`src/gpio_pkg.sv`:
```
// ----------------------------------------------------------------------------
// GPIO port package
// Types, register numbers and helper functions shared by the GPIO port block.
// ----------------------------------------------------------------------------
package gpio_pkg;

   localparam int unsigned PIN_COUNT = 16;
   localparam int unsigned WORD_WIDTH = 32;
   localparam int unsigned KEY_BIT = 16;

   localparam logic [WORD_WIDTH-1:0] CFG_RESET = 32'h4444_4444;

   localparam logic KIND_READ = 1'b0;
   localparam logic KIND_WRITE = 1'b1;

   localparam logic [2:0] REG_CFG_LOW = 3'd0;
   localparam logic [2:0] REG_CFG_HIGH = 3'd1;
   localparam logic [2:0] REG_INPUT_DATA = 3'd2;
   localparam logic [2:0] REG_OUTPUT_DATA = 3'd3;
   localparam logic [2:0] REG_SET_RESET = 3'd4;
   localparam logic [2:0] REG_RESET = 3'd5;
   localparam logic [2:0] REG_LOCK = 3'd6;

   typedef struct packed {
      logic                  kind;
      logic [2:0]            reg_select;
      logic [WORD_WIDTH-1:0] write_data;
      logic [PIN_COUNT-1:0]  pin_levels;
   } gpio_access_type;

   typedef struct packed {
      logic [WORD_WIDTH-1:0] read_data;
      logic [PIN_COUNT-1:0]  pin_drive;
      logic [WORD_WIDTH-1:0] config_low_word;
      logic [WORD_WIDTH-1:0] config_high_word;
      logic                  lock_engaged;
   } gpio_result_type;

   // Widens eight pin bits into a mask over their four-bit config fields.
   function automatic logic [WORD_WIDTH-1:0] nibble_mask(input logic [7:0] pins);
      logic [WORD_WIDTH-1:0] mask;
      mask = '0;
      for (int i = 0; i < 8; i++) begin
         mask[4*i +: 4] = {4{pins[i]}};
      end
      return mask;
   endfunction

endpackage

```
`src/gpio_port_register_block_core.sv`:
```
// ----------------------------------------------------------------------------
// GPIO port register block
// Sixteen-pin GPIO port with config, data, bit set/reset and lock registers.
// ----------------------------------------------------------------------------
// Each request on the req_ channel is one read or write of a port register,
// together with the sampled pin levels. Each request yields exactly one
// response on the rsp_ channel carrying the read data (zero for writes) and
// the pin drive, config words and lock flag as they stand after the request.
// A request is taken at a clock edge where req_valid is high and req_stall
// is low; a response is taken likewise on rsp_valid and rsp_stall.
// The request is registered at acceptance. Once the response register is
// free, the registers are updated and the response is registered together.
// One request is accepted every cycle while the receiver takes responses;
// the register update is a read-modify-write of the registered request.
// While the receiver stalls, the response holds and one further request is
// buffered in the request register; req_stall then rises until the response
// is taken. Reset clears both stages, sets the config words to floating
// inputs, clears the output data, and disarms and releases the lock.
// ----------------------------------------------------------------------------
module gpio_port_register_block_core
   import gpio_pkg::*;
(
   input  logic                  clock,
   input  logic                  reset,
   input  logic                  req_valid,
   output logic                  req_stall,
   input  logic                  req_kind,
   input  logic [2:0]            req_reg_select,
   input  logic [WORD_WIDTH-1:0] req_write_data,
   input  logic [PIN_COUNT-1:0]  req_pin_levels,
   output logic                  rsp_valid,
   input  logic                  rsp_stall,
   output logic [WORD_WIDTH-1:0] rsp_read_data,
   output logic [PIN_COUNT-1:0]  rsp_pin_drive,
   output logic [WORD_WIDTH-1:0] rsp_config_low_word,
   output logic [WORD_WIDTH-1:0] rsp_config_high_word,
   output logic                  rsp_lock_engaged
);

   logic            in_valid_ff, in_valid_in;
   gpio_access_type in_access_ff;
   logic            rsp_valid_ff, rsp_valid_in;
   gpio_result_type rsp_result_ff;
   gpio_result_type result;
   logic            advance;
   logic            fire;

   assign advance = !(rsp_valid_ff && rsp_stall);
   assign fire = in_valid_ff && advance;
   assign req_stall = in_valid_ff && !advance;

   assign in_valid_in = req_stall ? in_valid_ff : req_valid;
   assign rsp_valid_in = advance ? in_valid_ff : rsp_valid_ff;

   gpio_regfile u_regfile (
      .clock       (clock),
      .reset       (reset),
      .access_fire (fire),
      .access      (in_access_ff),
      .result      (result)
   );

   always_ff @(posedge clock) begin
      if (reset) begin
         in_valid_ff <= 1'b0;
         rsp_valid_ff <= 1'b0;
      end else begin
         in_valid_ff <= in_valid_in;
         rsp_valid_ff <= rsp_valid_in;
      end
   end

   always_ff @(posedge clock) begin
      if (!req_stall) begin
         in_access_ff.kind <= req_kind;
         in_access_ff.reg_select <= req_reg_select;
         in_access_ff.write_data <= req_write_data;
         in_access_ff.pin_levels <= req_pin_levels;
      end
      if (fire) begin
         rsp_result_ff <= result;
      end
   end

   assign rsp_valid = rsp_valid_ff;
   assign rsp_read_data = rsp_result_ff.read_data;
   assign rsp_pin_drive = rsp_result_ff.pin_drive;
   assign rsp_config_low_word = rsp_result_ff.config_low_word;
   assign rsp_config_high_word = rsp_result_ff.config_high_word;
   assign rsp_lock_engaged = rsp_result_ff.lock_engaged;

endmodule

```
`src/gpio_regfile.sv`:
```
// ----------------------------------------------------------------------------
// GPIO port register file
// Holds the port registers and the lock sequencer, and works out the result
// of one bus request from the current register values.
// ----------------------------------------------------------------------------
module gpio_regfile
   import gpio_pkg::*;
(
   input  logic            clock,
   input  logic            reset,
   input  logic            access_fire,
   input  gpio_access_type access,
   output gpio_result_type result
);

   typedef enum logic [1:0] {
      LOCK_IDLE,
      LOCK_ARMED,
      LOCK_KEY_LOW,
      LOCK_READY
   } lock_step_type;

   logic [WORD_WIDTH-1:0] cfg_low_ff, cfg_low_in;
   logic [WORD_WIDTH-1:0] cfg_high_ff, cfg_high_in;
   logic [PIN_COUNT-1:0]  out_data_ff, out_data_in;
   logic [PIN_COUNT-1:0]  lock_mask_ff, lock_mask_in;
   lock_step_type         lock_step_ff, lock_step_in;
   logic                  lock_on_ff, lock_on_in;

   logic [WORD_WIDTH-1:0] read_data;
   logic [WORD_WIDTH-1:0] keep_low;
   logic [WORD_WIDTH-1:0] keep_high;
   logic [PIN_COUNT-1:0]  new_mask;
   logic                  new_key;
   logic                  same_mask;

   always_comb begin
      cfg_low_in = cfg_low_ff;
      cfg_high_in = cfg_high_ff;
      out_data_in = out_data_ff;
      lock_mask_in = lock_mask_ff;
      lock_step_in = lock_step_ff;
      lock_on_in = lock_on_ff;
      read_data = '0;
      new_mask = access.write_data[PIN_COUNT-1:0];
      new_key = access.write_data[KEY_BIT];
      same_mask = (new_mask == lock_mask_ff);
      keep_low = lock_on_ff ? nibble_mask(lock_mask_ff[7:0]) : '0;
      keep_high = lock_on_ff ? nibble_mask(lock_mask_ff[15:8]) : '0;

      if (access.kind == KIND_WRITE) begin
         unique case (access.reg_select)
            REG_CFG_LOW: begin
               cfg_low_in = (cfg_low_ff & keep_low) | (access.write_data & ~keep_low);
            end
            REG_CFG_HIGH: begin
               cfg_high_in = (cfg_high_ff & keep_high) | (access.write_data & ~keep_high);
            end
            REG_OUTPUT_DATA: begin
               out_data_in = access.write_data[PIN_COUNT-1:0];
            end
            REG_SET_RESET: begin
               out_data_in = (out_data_ff & ~access.write_data[WORD_WIDTH-1:PIN_COUNT])
                  | access.write_data[PIN_COUNT-1:0];
            end
            REG_RESET: begin
               out_data_in = out_data_ff & ~access.write_data[PIN_COUNT-1:0];
            end
            REG_LOCK: begin
               if (!lock_on_ff) begin
                  lock_mask_in = new_mask;
                  if (lock_step_ff == LOCK_ARMED && !new_key && same_mask) begin
                     lock_step_in = LOCK_KEY_LOW;
                  end else if (lock_step_ff == LOCK_KEY_LOW && new_key && same_mask) begin
                     lock_step_in = LOCK_READY;
                  end else begin
                     lock_step_in = new_key ? LOCK_ARMED : LOCK_IDLE;
                  end
               end
            end
            default: begin
            end
         endcase
      end else begin
         unique case (access.reg_select)
            REG_CFG_LOW:     read_data = cfg_low_ff;
            REG_CFG_HIGH:    read_data = cfg_high_ff;
            REG_INPUT_DATA:  read_data = {{(WORD_WIDTH-PIN_COUNT){1'b0}}, access.pin_levels};
            REG_OUTPUT_DATA: read_data = {{(WORD_WIDTH-PIN_COUNT){1'b0}}, out_data_ff};
            REG_LOCK: begin
               read_data = {{(WORD_WIDTH-PIN_COUNT){1'b0}}, lock_mask_ff};
               if (lock_on_ff) begin
                  read_data[KEY_BIT] = 1'b1;
               end else begin
                  lock_on_in = (lock_step_ff == LOCK_READY);
                  lock_step_in = LOCK_IDLE;
               end
            end
            default: read_data = '0;
         endcase
      end

      result.read_data = read_data;
      result.pin_drive = out_data_in;
      result.config_low_word = cfg_low_in;
      result.config_high_word = cfg_high_in;
      result.lock_engaged = lock_on_in;
   end

   always_ff @(posedge clock) begin
      if (reset) begin
         cfg_low_ff <= CFG_RESET;
         cfg_high_ff <= CFG_RESET;
         out_data_ff <= '0;
         lock_mask_ff <= '0;
         lock_step_ff <= LOCK_IDLE;
         lock_on_ff <= 1'b0;
      end else if (access_fire) begin
         cfg_low_ff <= cfg_low_in;
         cfg_high_ff <= cfg_high_in;
         out_data_ff <= out_data_in;
         lock_mask_ff <= lock_mask_in;
         lock_step_ff <= lock_step_in;
         lock_on_ff <= lock_on_in;
      end
   end

endmodule

```
`config.mk`:
```
export PLATFORM = sky130hd
export DESIGN_NAME = gpio_port_register_block_core
export DESIGN_NICKNAME = d
export VERILOG_FILES = /design/src/gpio_pkg.sv /design/src/gpio_port_register_block_core.sv /design/src/gpio_regfile.sv
export SDC_FILE = /design/constraint.sdc
export NUM_CORES = 1
export LEC_CHECK = 0
export BUFFER_PORTS_ARGS = -buffer_cell sky130_fd_sc_hd__clkbuf_2
export CELL_PAD_IN_SITES_DETAIL_PLACEMENT = 0
export CELL_PAD_IN_SITES_GLOBAL_PLACEMENT = 1
export CORE_MARGIN = 2
export CORE_UTILIZATION = 46
export DETAILED_ROUTE_END_ITERATION = 8
export PLACE_DENSITY = 0.79
export SLEW_MARGIN = 20
export SYNTH_ARGS = -nofsm -noshare
export SYNTH_HDL_FRONTEND = slang
export SYNTH_HIERARCHICAL = 1
export SYNTH_SLANG_ARGS = --single-unit
export TNS_END_PERCENT = 5
```
`constraint.sdc`:
```
create_clock -name clock -period 26.7 [get_ports clock]
set_input_delay 0 -clock clock [delete_from_list [all_inputs] [get_ports clock]]
set_output_delay 0 -clock clock [all_outputs]
set_load 0.05 [all_outputs]
```
==> metrics.md <==
| Metric | Value |
|---|---|
| Synth Register Bits | 266 |
| Crit path time final | 2.996 ns |
| Maximum vdd ir drop | between 0.05 and 0.06 mV |
| Final worst slack | 23.70 ns |
| I/O Buffers | 170 |
| TritonCTS buffer count | 28 |
| CP Cell Sequence | buf_4, and3b_1, and3_1, mux2i_1, nor2_1 |
| Dominant cells by area after synthesis | edfxtp_1 44%, dfxtp_1 18%, mux2i_1 9.9%, mux2_2 4.8%, mux2_4 4.2% |
| Max Slew Vio Count | 0 |
| Ys async rst share | 0 |
| CP Data Required Time | around 27 ns |
| Synthesis warning total | 6 |
| Share of layout cells above drive strength 1 | 0.2909 |
| EDFF count, synth | 165 |
| Initial antenna violation count | 0 |
| Cell Count Post-Placement | 1325 |
| Post-synthesis sequential area ratio | 0.6148 |
| CP max FO | 40 |
| Normalized max-slew margin | 0.3097 |
| Total Routing Usage GR | 0.2074 |
| Row cnt | 57 |
| IO Count | 171 |
| Pin count of the biggest net entering global routing | 163 |
| Area share of the largest cell type after synthesis | 0.4367 |
| Remaining Overflow, GRT | 0 |
| Lkg Pwr | 0.005914 uW |
| 1st-pass router iterations | 5 |
| Core area | 24250 um2 |
| Clk Latency, worst-skew pair | 0.53 ns |
| Post-synth top cells | 165 x edfxtp_1, 114 x nor2_1, 112 x mux2i_1 |
| Antenna diodes | 0 |
| Hold Crit Start | reset |
| Root buffer cell | clkbuf_16 |
| Crit. Startpoint | in_access_ff[48] |
| Worst stage delay on the critical path | 0.97 ns |
| Initial Utilization | 0.4680 |
| Tightest Pin Transition | 1.036 ns |
| Routed WL | around 28 mm |
| Layout Skew | slightly below 0.006 ns |
| Non-Filler Instances | 1431 |
| Vias per cell | 5.245 |
| Tightest Hold Check Type | in -> reg |
| WL/cell | 19.27 um |
| Die width | 161.1 um |
| Via count | approximately 7500 |
| Area growth from synthesis to layout | 23.40% |
| Total power draw | 1003 uW |
| Net Count, Synth | 940 |
| Slowest CP cell | and3_1 |
| Final Cycle Share | 0.1122 |
| RSZ-0062 raised after global routing | false |
| CP Data Arrival Time | 3.37 ns |
| Iteration-0 DRC count of the detailed router | around 480 |
| First-pass GRT wire length | 41.99 mm |
| Cell with the most instances after synthesis | edfxtp_1 |
| Crit Path Class | reg -> reg |
| Vias in the first global route | between 7000 and 8000 |
| Synthesized area | 11350 um2 |
| CP bufs+invs | 1 |
| Synthesized netlist cell count | between 800 and 900 |
| Clock Sinks | 266 |
| CP startpoint kind | flip-flop |
| Fmax | 333.8 MHz |
| DIE HEIGHT | 161.1 um |
| NumNets Final | ~1100 |
| Outcome | finished clean |
| Top delay family on crit path | simple AND/OR/NAND/NOR gates |
| Setup TNS | 0 ns |
| Setup Slack @ Placement | 23.72 ns |
| ANT nets after route | 0 |
| Area of the die | 25940 um2 |
| Clk pin slew, worst setup/hold paths | 0.06 ns |
| Final setup fails | 0 |
| Crit end category | flip-flop |
| Fin. Hold Viols | 0 |
| H-tree Lvls | 1 |
| Post-cts resize count | 0 |
| CTS tree | built |
| RR Startpoint | in_access_ff[48] |
| Hold_ws | 0.1427 ns |
| Power Dens Cells | slightly above 70 nW/um2 |
| Distinct cells, synth | between 40 and 50 |
| Avg Inst Size Synth | 12.84 um2 |
| DRC | 0 |
| Max-cap viol count | 0 |
| Hpwl dp | between 15 and 20 mm |
| Max clock buf depth | 3 |
| Primary FF master, synth | edfxtp_1 |
| Global placer's final weighted congestion | 0.8116 |
| Post-synth top area cell | edfxtp_1 |
[power by group]
part / switching (uW) / leakage (uW) / total (uW) / internal (uW)
Sequential: 12.8 / 0.00240 / 465 / 452
Clock: 160 / 0.000529 / 454 / 294
Combinational: 56.6 / 0.00298 / 84.0 / 27.4
[what timing repair did]
| item | CTS | global route |
|---|---|---|
| buffers inserted | 0 | 0 |
| hold buffers | 54 | 0 |
| hold endpoints to repair | 54 | 0 |
[flip-flops by register name, summed over array words and instances (netlist names)]
register / count
u_regfile/lock_mask_ff: 16
rsp_config_high_word: 32
u_regfile/lock_on_ff: 1
in_valid_ff: 1
u_regfile/lock_step_ff: 2
in_access_ff: 52
u_regfile/cfg_low_ff: 32
rsp_lock_engaged: 1
u_regfile/out_data_ff: 16
rsp_read_data: 32
rsp_config_low_word: 32
rsp_pin_drive: 16
u_regfile/cfg_high_ff: 32
rsp_valid: 1
[final timing paths]
| check | to | slack (ns) | cells past startpoint |
|---|---|---|---|
| worst max register to register | u_regfile/lock_mask_ff[13] | 23.70 | 5 |
| worst min-delay path | u_regfile/cfg_high_ff[19] | 0.14 | 3 |
| worst max-delay path | u_regfile/lock_mask_ff[13] | 23.70 | 5 |
| worst min register to register | u_regfile/lock_step_ff[0] | 0.49 | 2 |
[placed cells by master, fill, tap and decap left out, types with 2 or more instances in the layout]
cell type      netlist  layout
mux2i_1            112     112
dfxtp_1            101     101
dlygate4sd3_1        0      54
a21oi_1             51      51
a22oi_1             16      16
mux2_2              48      48
edfxtp_1           165     165
nand2b_1             3       3
buf_4                7       8
nor2_1             114     114
nand3_4              2       2
nand2_4              8       8
nand4_1              3       3
xor2_1              15      15
nand3_1             15      15
clkbuf_16            0      29
nor3_1               2       2
and3b_1              2       2
nor4_1               3       3
mux2_4              32      32
nand2_1             76      76
a311oi_1            16      16
clkinvlp_4           0       2
inv_6                0       2
o21ai_0             17      17
clkbuf_2             1     170
clkinv_1             1       6
clkinv_2             0       3
bufinv_16            0      10
inv_1                3       3
nor2b_1              2       2
[cell type report]
type,count,area (um2)
fillers,2014,10250
flip-flops and latches,266,6977
multi-input cells,552,4038
well taps,324,405.4
clock inverters,22,366.6
inverters,4,15.01
clock buffers,30,729.5
repair buffers,233,1471
[worst register-to-register path: cells and delay by family (launching register included)]
kind | cells | cell delay, ns
AND/OR/NAND/NOR | 3 | 1.88
flip-flops | 1 | 0.35
buffers and inverters | 1 | 0.34
multiplexers | 1 | 0.27
[layer usage]
metal / vias to the layer above / global-route usage / share of wire
li1: 3608 / - / -
met1: 3632 / 0.2814 / 0.44
met2: 211 / 0.3519 / 0.49
met3: 54 / 0.02825 / 0.045
met4: 0 / 0.05722 / 0.024
met5: - / 0 / 0
[cell families after synthesis]
family                    share of synthesized area
DFF                                          0.6148
and+or+nand+nor                             0.09637
AOI/OAI and AO/OA                           0.05734
xor gates and xnor gates                    0.01235
muxes                                        0.1888
buffers and inverters                       0.03032
[stage by stage]
step	area [um2]	utilization
after floorplan	11350	-
after global placement	12370	0.5100
after detailed placement	12370	0.5100
after CTS	14000	0.5775
after global routing	14000	0.5775
final	14000	0.5775
Note: power is estimated with default switching activity, not from simulation.
